**config.mk**
```make
export PLATFORM = sky130hd
export DESIGN_NAME = fcou_ctrl
export DESIGN_NICKNAME = d
export VERILOG_FILES = /design/src/fcou_pkg.sv /design/src/fcou_ctrl.sv
export VERILOG_INCLUDE_DIRS = /design/src /design/src/src
export SDC_FILE = /design/constraint.sdc
export NUM_CORES = 1
export LEC_CHECK = 0
export ABC_AREA = 1
export BUFFER_PORTS_ARGS = -buffer_cell sky130_fd_sc_hd__buf_2
export CAP_MARGIN = 20
export CORE_UTILIZATION = 49
export DETAILED_ROUTE_END_ITERATION = 7
export PLACE_DENSITY = 0.7
export SLEW_MARGIN = 20
export SYNTH_ARGS = -nofsm -noshare
export SYNTH_HDL_FRONTEND = slang
export SYNTH_SLANG_ARGS = --single-unit
```
**constraint.sdc**
```tcl
create_clock -name clk_i -period 1.4 [get_ports clk_i]
set_input_delay 0.07 -clock clk_i [delete_from_list [all_inputs] [get_ports clk_i]]
set_output_delay 0.07 -clock clk_i [all_outputs]
set_load 0.005 [all_outputs]
```
**src/fly_camera_orientation_update_top_macros.svh**
```systemverilog
// Assertion macros for the fly camera orientation update block.
// Included by the controller and the datapath; expects clk_i and rst_ni in scope.
`ifndef FLY_CAMERA_ORIENTATION_UPDATE_TOP_MACROS_SVH
`define FLY_CAMERA_ORIENTATION_UPDATE_TOP_MACROS_SVH

// Property that must hold at every clock edge out of reset
`define FCOU_ASSERT(lbl, prop, msg) \
  lbl: assert property (@(posedge clk_i) disable iff (!rst_ni) prop) \
    else $error(msg);

// Antecedent in one cycle implies consequent in the next
`define FCOU_ASSERT_NEXT(lbl, ante, cons, msg) \
  lbl: assert property (@(posedge clk_i) disable iff (!rst_ni) (ante) |=> (cons)) \
    else $error(msg);

`endif

```
**src/fcou_pkg.sv**
```systemverilog
// Shared types, constants and the CORDIC arctangent table for the fly camera block.
// No dependencies.
package fcou_pkg;

  // Parameter defaults
  localparam int AngleBitsDef     = 24;
  localparam int VectorFracBitsDef = 14;

  // Register reset values
  localparam logic [15:0] MOVE_SPEED_RST  = 16'd13107;
  localparam logic [15:0] LOOK_GAIN_RST   = 16'd4660;
  localparam logic [22:0] PITCH_LIMIT_RST = 23'd4147701;

  // Configuration register indices
  localparam int          CFG_IDX_W       = 2;
  localparam int          CFG_DATA_W      = 23;
  localparam logic [1:0]  CFG_MOVE_SPEED  = 2'd0;
  localparam logic [1:0]  CFG_LOOK_GAIN   = 2'd1;
  localparam logic [1:0]  CFG_PITCH_LIMIT = 2'd2;

  // Position reset, Q16.16
  localparam logic signed [31:0] POS_X_RST = 32'sd0;
  localparam logic signed [31:0] POS_Y_RST = 32'sd458752;
  localparam logic signed [31:0] POS_Z_RST = 32'sd1310720;

  // CORDIC: 2^-32 turn angles, Q30 magnitudes
  localparam int                 CORDIC_STEPS = 30;
  localparam int                 CNT_W        = 5;
  localparam int                 CORDIC_XW    = 34;
  localparam logic signed [33:0] CORDIC_GAIN  = 34'sd652032874;
  localparam logic [CNT_W-1:0]   MOVE_LAST    = 5'd3;
  localparam logic [CNT_W-1:0]   PROJ_LAST    = 5'd4;

  // Commands from the controller to the datapath
  typedef struct packed {
    logic             capture;
    logic             move;
    logic             angle;
    logic             rotate;
    logic             project;
    logic             load_out;
    logic [CNT_W-1:0] cnt;
  } fcou_cmd_t;

  // arctan(2^-i) in 2^-32 turn
  function automatic logic [31:0] cordic_atan(input logic [CNT_W-1:0] i);
    logic [31:0] r;
    case (i)
      5'd0:    r = 32'd536870912;
      5'd1:    r = 32'd316933406;
      5'd2:    r = 32'd167458907;
      5'd3:    r = 32'd85004756;
      5'd4:    r = 32'd42667331;
      5'd5:    r = 32'd21354465;
      5'd6:    r = 32'd10679838;
      5'd7:    r = 32'd5340245;
      5'd8:    r = 32'd2670163;
      5'd9:    r = 32'd1335087;
      5'd10:   r = 32'd667544;
      5'd11:   r = 32'd333772;
      5'd12:   r = 32'd166886;
      5'd13:   r = 32'd83443;
      5'd14:   r = 32'd41722;
      5'd15:   r = 32'd20861;
      5'd16:   r = 32'd10430;
      5'd17:   r = 32'd5215;
      5'd18:   r = 32'd2608;
      5'd19:   r = 32'd1304;
      5'd20:   r = 32'd652;
      5'd21:   r = 32'd326;
      5'd22:   r = 32'd163;
      5'd23:   r = 32'd81;
      5'd24:   r = 32'd41;
      5'd25:   r = 32'd20;
      5'd26:   r = 32'd10;
      5'd27:   r = 32'd5;
      5'd28:   r = 32'd3;
      5'd29:   r = 32'd1;
      default: r = 32'd0;
    endcase
    return r;
  endfunction

endpackage

```
**src/fcou_ctrl.sv**
```systemverilog
// Sequencer for the fly camera update: input transfer, movement, angles, rotation,
// projection and output hand-off. Depends on fcou_pkg and the assertion macros.
`include "fly_camera_orientation_update_top_macros.svh"
module fcou_ctrl (
  input  logic                clk_i,
  input  logic                rst_ni,
  input  logic                in_valid_i,
  output logic                in_ready_o,
  output logic                out_valid_o,
  input  logic                out_ready_i,
  output fcou_pkg::fcou_cmd_t cmd_o
);

  typedef enum logic [5:0] {
    ST_IDLE    = 6'b000001,
    ST_MOVE    = 6'b000010,
    ST_ANGLE   = 6'b000100,
    ST_ROTATE  = 6'b001000,
    ST_PROJECT = 6'b010000,
    ST_FINISH  = 6'b100000
  } fcou_state_e;

  localparam logic [fcou_pkg::CNT_W-1:0] ROT_LAST =
    fcou_pkg::CNT_W'(fcou_pkg::CORDIC_STEPS);

  fcou_state_e                  state_q, state_d;
  logic [fcou_pkg::CNT_W-1:0]   cnt_q, cnt_d;
  logic                         out_valid_q, out_valid_d;

  // Next state and commands
  always_comb begin
    state_d    = state_q;
    cnt_d      = cnt_q;
    cmd_o      = '0;
    cmd_o.cnt  = cnt_q;
    in_ready_o = 1'b0;
    unique case (state_q)
      ST_IDLE: begin
        in_ready_o = 1'b1;
        if (in_valid_i) begin
          cmd_o.capture = 1'b1;
          state_d       = ST_MOVE;
          cnt_d         = '0;
        end
      end
      ST_MOVE: begin
        cmd_o.move = 1'b1;
        if (cnt_q == fcou_pkg::MOVE_LAST) begin
          state_d = ST_ANGLE;
          cnt_d   = '0;
        end else begin
          cnt_d = cnt_q + 1'b1;
        end
      end
      ST_ANGLE: begin
        cmd_o.angle = 1'b1;
        state_d     = ST_ROTATE;
        cnt_d       = '0;
      end
      ST_ROTATE: begin
        cmd_o.rotate = 1'b1;
        if (cnt_q == ROT_LAST) begin
          state_d = ST_PROJECT;
          cnt_d   = '0;
        end else begin
          cnt_d = cnt_q + 1'b1;
        end
      end
      ST_PROJECT: begin
        cmd_o.project = 1'b1;
        if (cnt_q == fcou_pkg::PROJ_LAST) begin
          state_d = ST_FINISH;
          cnt_d   = '0;
        end else begin
          cnt_d = cnt_q + 1'b1;
        end
      end
      ST_FINISH: begin
        if (!out_valid_q || out_ready_i) begin
          cmd_o.load_out = 1'b1;
          state_d        = ST_IDLE;
        end
      end
      default: state_d = ST_IDLE;
    endcase
  end

  // Output slot: filled on load, emptied by a transfer
  assign out_valid_d = cmd_o.load_out | (out_valid_q & ~out_ready_i);
  assign out_valid_o = out_valid_q;

  always_ff @(posedge clk_i or negedge rst_ni) begin
    if (!rst_ni) begin
      state_q     <= ST_IDLE;
      cnt_q       <= '0;
      out_valid_q <= 1'b0;
    end else begin
      state_q     <= state_d;
      cnt_q       <= cnt_d;
      out_valid_q <= out_valid_d;
    end
  end

  `FCOU_ASSERT(a_load_slot_free, cmd_o.load_out |-> (!out_valid_q || out_ready_i), "result loaded over a pending one")
  `FCOU_ASSERT(a_out_drop_on_transfer, $fell(out_valid_q) |-> $past(out_ready_i), "result dropped without transfer")
  `FCOU_ASSERT_NEXT(a_rotate_length, (state_q == ST_ROTATE) && (cnt_q != ROT_LAST), state_q == ST_ROTATE, "rotation cut short")

endmodule

```
==> results.ini, run 1 <==
[grt]
overflow = 0
grt_start_max_net_pins = 13
track_usage_pct = 26.2
antenna_found_initial = 0
grt_pass1_vias = 954
grt_pass1_wl_um = 3930

[floorplanning]
core_um2 = 1760
num_rows = 15
die_area_um2 = 2110
start_util_pct = 53.7
dieWidth_um = 46.0
ios = 17
die_h_um = 46.0

[pwr]
peakVddDrop_v = 0.00105
power_mw = 2.12
p_leak_nw = 0.824
powerDensity_nw_per_um2 = 1450

[timing]
drv_slew = 0
fin_crit_sh_pct = 108
fmax_mhz = 658
finalSetupViolations = 15
hold_ws_ns = 0.0574
slew_headroom_pct = 78.7
skew_ns = 0.00238
rsz0062_at_grt = true
hold_viol = 0
setup_slack_ns = -0.119
finalCriticalPeriod_ns = 1.52
worstMarginPinSlew_ns = 0.319

[critical_path]
cp_max_fo = 3
startpoint_type = register
rr_startpoint = cnt_q[0]$_DFFE_PN0P_
r2r_slack_ns = -0.11
end_kind = output port
rr_worst_depth = 10
cp-startpoint = state_q[4]$_DFFE_PN0P_
critical_path_class = register to output port
endpoint = cmd_o[6]
arrival_ns = 1.45
crit_required_ns = 1.33
timing.rr.end = cnt_q[0]$_DFFE_PN0P_

[clocking]
clk_latency_ns = 0.29
cts.sinks = 12
clockBufferDepth = 2
cts_tree = yes
cts_buffers = 3
clockRootBuffer = clkbuf_4
cts.clk_slew.worst_paths_ns = 0.08
htreeDepth = 1

[drt]
avgViaCountPerCell = 5.10
num_vias = 1071
drt-pass1-iter-count = 4
drc = 0
first_iter_violations = 38
ant_nets = 0
routedWlPerCell_um = 14.2
drt_wl_total_um = 2980

[layout]
finalNetCount = 193
multi_input_area_um2 = 656
seq_area_um2 = 305
n_antenna_cell = 0
drive_above_1_share_pct = 52.4
fin_util_pct = 82.6
fill_cells = 123
area_growth_syn_to_layout_pct = 53.8

[yosys]
synth_nets = 147
yosysMostFrequentCell = nand2_1
yosys_warnings = 0
synth_top_cell_by_area = dfrtp_1
ys_seq_elements = 12
syn_area_um2 = 947
yosys.cell_types.count = 23
synth_top_area_share_pct = 29.1
synth_area_per_cell_um2 = 6.77
yosysSeqAreaShare_pct = 31.8
synth_commonest_cells = nand2_1 (43), inv_1 (25), nor2_1 (18)
synth_area_leaders = dfrtp_1 (29%), nand2_1 (17%), inv_1 (9.9%), nor2_1 (7.1%), nor2_4 (4.8%)
synth_flop_cell = dfrtp_1
async_flop_share_pct = 100
netlist_instances = 140
synth-edff-count = 0

[placed_design]
port-buffer-count = 16
dp_hpwl_um = 1590
gp_congestion = 0.883

[run_status]
status = finished, violations left
violations = setup timing

[run]
max_cap_viol_count = 0

[hold_path]
hold_class = input port to register

-- power by group --
part / total, mW / internal (mW) / switching, mW
sequential: 0.491 / 0.419 / 0.0723
clock: 0.297 / 0.159 / 0.138
combinational: 1.33 / 0.574 / 0.754
total: 2.12 / 1.15 / 0.964
-- flip-flops by register name, indices dropped and copies added (netlist names) --
name / count
cnt_q: 5
out_valid_o: 1
state_q: 6
-- repair_timing --
action / CTS / global route
gates resized for setup: 19 / 30
buffers inserted: 12 / 5
hold endpoints to repair: 12 / 0
hold buffers: 1 / 0
endpoints found under the setup margin: 11 / 16
pin swaps: 10 / 23
-- kinds of logic after synthesis --
family          Yosys count  synth area share, %
xor+xnor                  2                 1.85
buf+inv                  32                 13.9
fa+ha+maj                 3                 3.96
simple gates             87                 44.6
flops                    12                 31.8
compound gates            4                 3.83
-- how the worst min path moves through the flow --
stage / start / end / cells past startpoint
6_report: out_ready_i / out_valid_o$_DFF_PN0_ / 4
5_1_grt: out_ready_i / out_valid_o$_DFF_PN0_ / 4
4_1_cts: out_ready_i / out_valid_o$_DFF_PN0_ / 4
3_5_place_dp: rst_ni / state_q[1]$_DFFE_PN0P_ / 1
3_3_place_gp: rst_ni / cnt_q[4]$_DFFE_PN0P_ / 1
2_1_floorplan: rst_ni / cnt_q[0]$_DFFE_PN0P_ / 0
-- per-layer routing --
metal	vias to the layer above	global-route usage [%]	routed length, um
met2	67	47.0	1470
met5	-	0	0
met4	0	10.0	102
met1	482	31.1	1130
li1	507	-	-
met3	15	3.57	272
-- worst max-delay path: stages, from the launching register on --
cell     delay (ns)
dfrtp_1        0.43
inv_1          0.07
nor2_1         0.25
inv_1          0.11
nor2_2         0.16
buf_2          0.14
-- through the flow --
stage,cell area [um^2],setup TNS [ns],setup WS [ns],std cells
after floorplan,947,0,0.0451,140
after global placement,1110,-0.0258,-0.0143,188
after detailed placement,1110,-0.133,-0.0484,188
after CTS,1310,-0.0756,-0.0223,205
after global routing,1460,-1.78,-0.172,210
final,1460,-0.929,-0.119,210
-- area by class of cell --
class,instances,area share [%]
multi-input cells,96,45.0
repair buffers,43,21.6
flip-flops and latches,12,21.0
inverters,30,7.73
clock buffers,4,2.49
well taps,25,2.15
-- cells in the final DEF (no fill, tap or decap), types with 2 or more instances in the layout --
master,count
buf_2,16
clkbuf_4,3
nor2_4,10
inv_1,21
dfrtp_2,3
nand2_2,8
nand3_4,3
nand2_1,35
ha_4,2
nor2_1,12
inv_2,8
nand3_1,4
xor2_1,2
buf_4,18
nor2_2,6
dfrtp_1,8
nand4_1,2
buf_6,8
nand3_2,5
Note: power is estimated with default switching activity, not from simulation.
==> run 2: changes to the inputs <==
--- a/config.mk
+++ b/config.mk
@@ -12,6 +12,7 @@
 export CORE_UTILIZATION = 49
 export DETAILED_ROUTE_END_ITERATION = 7
 export PLACE_DENSITY = 0.7
+export SKIP_LAST_GASP = 1
 export SLEW_MARGIN = 20
 export SYNTH_ARGS = -nofsm -noshare
 export SYNTH_HDL_FRONTEND = slang
==> results.ini, run 2 (synthesis results as in run 1) <==
[run_status]
status = finished, violations left
violations = setup timing

[floorplanning]
ios = 17
start_util_pct = 53.7
die_h_um = 46.0
die_area_um2 = 2110
dieWidth_um = 46.0
num_rows = 15
core_um2 = 1760

[grt]
antenna_found_initial = 0
grt_pass1_wl_um = 3930
track_usage_pct = 26.2
overflow = 0
grt_pass1_vias = 954
grt_start_max_net_pins = 13

[drt]
drt-pass1-iter-count = 4
avgViaCountPerCell = 5.20
first_iter_violations = 30
routedWlPerCell_um = 14.2
drt_wl_total_um = 2990
drc = 0
num_vias = 1092
ant_nets = 0

[layout]
layout_commonest_cell = nand2_1
area_growth_syn_to_layout_pct = 53.8
layout_common_cells = nand2_1 (35), inv_1 (21), buf_4 (18), buf_2 (16), nor2_1 (12)
top_register = state_q
drive_above_1_share_pct = 52.4
n_antenna_cell = 0
fin_area_um2 = 1460
largest_register_ffs = 6
finalNetCount = 193
instances_no_fill = 210

[timing]
finalCriticalPeriod_ns = 1.52
worstMarginPinSlew_ns = 0.318
fmax_mhz = 659
drv_slew = 0
hold_viol = 0
setup_tns_ns = -0.792
skew_ns = 0.00140
rsz0062_at_grt = true
setup_slack_ns = -0.118
fin_crit_sh_pct = 108
slew_headroom_pct = 78.8
finalSetupViolations = 14

[clocking]
cts.sinks = 12
clk_latency_ns = 0.29
clockBufferDepth = 2
clockRootBuffer = clkbuf_4
htreeDepth = 1
cts_tree = yes
cts.clk_slew.worst_paths_ns = 0.08
cts_buffers = 3

[hold_path]
hold_class = input port to register

[placed_design]
placed_cell_area_um2 = 1110
gp_congestion = 0.883
dp_hpwl_um = 1590
placedCellCount = 188
port-buffer-count = 16

[critical_path]
crit_required_ns = 1.33
cp_max_fo = 3
startpoint_type = register
critical_path_class = register to output port
arrival_ns = 1.45
end_kind = output port

[run]
max_cap_viol_count = 0

[pwr]
powerDensity_nw_per_um2 = 1450
peakVddDrop_v = 0.00105
power_mw = 2.11
p_leak_nw = 0.824

-- run 2: cell counts in the layout (fill, tap and decap cells not counted) --
Identical to the previous run, type by type.
-- run 2: worst max-delay path, stage by stage, from the launching register on --
cell and delay [ns]:
dfrtp_1 0.43, inv_1 0.07, nor2_1 0.25, inv_1 0.11, nor2_2 0.17, buf_2 0.14
-- run 2: final timing paths --
kind | from | endpoint | slack, ns | cells after the start
hold / removal | out_ready_i | out_valid_o$_DFF_PN0_ | 0.06 | 4
hold reg to reg | cnt_q[3]$_DFFE_PN0P_ | cnt_q[3]$_DFFE_PN0P_ | 0.54 | 2
setup reg to reg | cnt_q[0]$_DFFE_PN0P_ | cnt_q[0]$_DFFE_PN0P_ | -0.09 | 10
setup / recovery | state_q[4]$_DFFE_PN0P_ | cmd_o[6] | -0.12 | 5
min in group asynchronous | rst_ni | cnt_q[2]$_DFFE_PN0P_ | 0.19 | 2
max in group asynchronous | rst_ni | state_q[0]$_DFFE_PN1P_ | 0.93 | 2
-- run 2: where the power goes --
group	internal [mW]	switching, mW	total, mW
Sequential	0.419	0.0734	0.492
Combinational	0.574	0.748	1.32
Clock	0.159	0.138	0.296
-- run 2: what timing repair did --
| action | CTS | global route |
|---|---|---|
| resized for setup | 19 | 30 |
| hold buffers | 1 | 0 |
| hold endpoints to repair | 12 | 0 |
| endpoints found under the setup margin | 11 | 16 |
| buffers inserted | 12 | 5 |
| pin swaps | 9 | 23 |
-- run 2: cell type report --
class	count	area [um^2]
well taps	25	31.3
fillers	123	308
inverters	30	113
multi-input cells	96	656
flip-flops and latches	12	305
clock buffers	4	36.3
repair buffers	43	315
-- run 2: metrics by stage --
stage | hold slack [ns] | setup slack [ns] | utilization [%]
after floorplan | -0.226 | 0.0451 | -
after global placement | -0.0333 | -0.0143 | 62.8
after detailed placement | -0.0319 | -0.0484 | 62.8
after CTS | 0.0631 | -0.0225 | 74.2
after global routing | 0.0888 | -0.172 | 82.6
final | 0.0611 | -0.118 | 82.6
-- run 2: per-layer routing --
metal / up-vias / wire (um) / track usage, %
li1: 509 / - / -
met1: 500 / 1190 / 31.1
met2: 63 / 1440 / 47.0
met3: 20 / 209 / 3.57
met4: 0 / 146 / 10.0
met5: - / 0 / 0
==> run 3: changes to the inputs <==
--- a/config.mk
+++ b/config.mk
@@ -12,6 +12,7 @@
 export CORE_UTILIZATION = 49
 export DETAILED_ROUTE_END_ITERATION = 7
 export PLACE_DENSITY = 0.7
+export RECOVER_POWER = 100
 export SKIP_LAST_GASP = 1
 export SLEW_MARGIN = 20
 export SYNTH_ARGS = -nofsm -noshare
==> results.ini, run 3 (synthesis results as in run 1) <==
[run_status]
status = finished, violations left
violations = setup timing

[timing]
setup_slack_ns = -0.118
hold_viol = 0
slew_headroom_pct = 52.7
fin_crit_sh_pct = 108
skew_ns = 0.00140
worstMarginPinSlew_ns = 0.709
finalSetupViolations = 14
setup_tns_ns = -0.791
hold_ws_ns = 0.0611
fmax_mhz = 659
finalCriticalPeriod_ns = 1.52
drv_slew = 0
rsz0062_at_grt = true

[critical_path]
cp_slowest_stage_delay_ns = 0.43
rr_worst_depth = 10
startpoint_type = register
end_kind = output port
cp_max_fo = 3
crit_required_ns = 1.33
arrival_ns = 1.45
r2r_slack_ns = -0.09
critical_path.top_delay_family = flip-flops
path_common_cell = inv_1
cp.depth = 5
crit_chain = inv_1 -> nor2_1 -> inv_1 -> nor2_2 -> buf_2
critical_path_class = register to output port
timing.rr.end = cnt_q[0]$_DFFE_PN0P_
rr_startpoint = cnt_q[0]$_DFFE_PN0P_
endpoint = cmd_o[6]
worst-path-buf-inv = 3
cp_slowest_cell = dfrtp_1
cp-startpoint = state_q[4]$_DFFE_PN0P_

[layout]
layout_common_cells = nand2_1 (35), inv_1 (21), buf_4 (18), buf_2 (15), nor2_1 (12)
finalNetCount = 193
layout_commonest_cell = nand2_1
drive_above_1_share_pct = 51.9
instances_no_fill = 210
largest_register_ffs = 6
area_growth_syn_to_layout_pct = 53.6
top_register = state_q
n_antenna_cell = 0

[clocking]
clk_latency_ns = 0.29
htreeDepth = 1
clockBufferDepth = 2
cts.clk_slew.worst_paths_ns = 0.08
cts_buffers = 3
cts_tree = yes
cts.sinks = 12
clockRootBuffer = clkbuf_4

[pwr]
p_leak_nw = 0.821
peakVddDrop_v = 0.00105
powerDensity_nw_per_um2 = 1450

[drt]
avgViaCountPerCell = 5.20
first_iter_violations = 30
ant_nets = 0
drt_wl_total_um = 2980
routedWlPerCell_um = 14.2
drc = 0
drt-pass1-iter-count = 4
num_vias = 1092

[floorplanning]
die_h_um = 46.0
num_rows = 15
dieWidth_um = 46.0
ios = 17
start_util_pct = 53.7
die_area_um2 = 2110
core_um2 = 1760

[placed_design]
port-buffer-count = 16
dp_hpwl_um = 1590
gp_congestion = 0.883
placedCellCount = 188

[hold_path]
hold_class = input port to register
min_from = out_ready_i
hold_depth = 4

[grt]
grt_pass1_vias = 954
overflow = 0
grt_pass1_wl_um = 3930
antenna_found_initial = 0
grt_start_max_net_pins = 13
track_usage_pct = 26.2

[run]
max_cap_viol_count = 0

## run 3: area by class of cell
| type | instances | area (um^2) |
|---|---|---|
| tap | 25 | 31.3 |
| sequential | 12 | 305 |
| timing repair buffer | 43 | 314 |
| inverter | 30 | 113 |
| clock buffer | 4 | 36.3 |
| fill | 122 | 309 |
| multi-input combinational | 96 | 656 |
## run 3: worst min path at each step
stage                              to
2_1_floorplan    cnt_q[0]$_DFFE_PN0P_
3_3_place_gp     cnt_q[4]$_DFFE_PN0P_
3_5_place_dp   state_q[1]$_DFFE_PN0P_
4_1_cts         out_valid_o$_DFF_PN0_
5_1_grt         out_valid_o$_DFF_PN0_
6_report        out_valid_o$_DFF_PN0_
## run 3: repair_timing
item / 4_1_cts / 5_1_grt
resized for setup: 19 / 30
setup endpoints to repair: 11 / 16
hold buffers: 1 / 0
pin swaps: 9 / 23
endpoints found under the hold margin: 12 / 0
setup buffers: 12 / 5
## run 3: worst reg2reg max path: stages (launching register included)
cell	delay, ns
dfrtp_1	0.42
inv_2	0.12
buf_6	0.11
ha_4	0.13
nand2_4	0.05
nor2_4	0.15
nor2_4	0.06
nor2_4	0.15
inv_2	0.08
nand2_2	0.07
nand2_1	0.05
## run 3: power breakdown
group	leakage (nW)	internal, mW	switching [mW]	total, mW
Sequential	0.158	0.419	0.0733	0.492
Combinational	0.643	0.573	0.748	1.32
Clock	0.0210	0.159	0.138	0.296
Total	0.821	1.15	0.959	2.11
## run 3: routing by layer
layer	up-vias	global-route usage (%)	routed length, um
li1	509	-	-
met1	500	31.1	1190
met2	63	47.0	1440
met3	20	3.57	209
met4	0	10.0	146
met5	-	0	0
## run 3: stage by stage
step / util (%) / total power, mW / setup WS, ns / cell area [um^2]
2_1_floorplan: - / 1.11 / 0.0451 / 947
3_3_place_gp: 62.8 / 1.29 / -0.0143 / 1110
3_5_place_dp: 62.8 / 1.32 / -0.0484 / 1110
4_1_cts: 74.2 / 1.88 / -0.0225 / 1310
5_1_grt: 82.5 / 2.22 / -0.172 / 1460
6_report: 82.5 / 2.11 / -0.118 / 1460
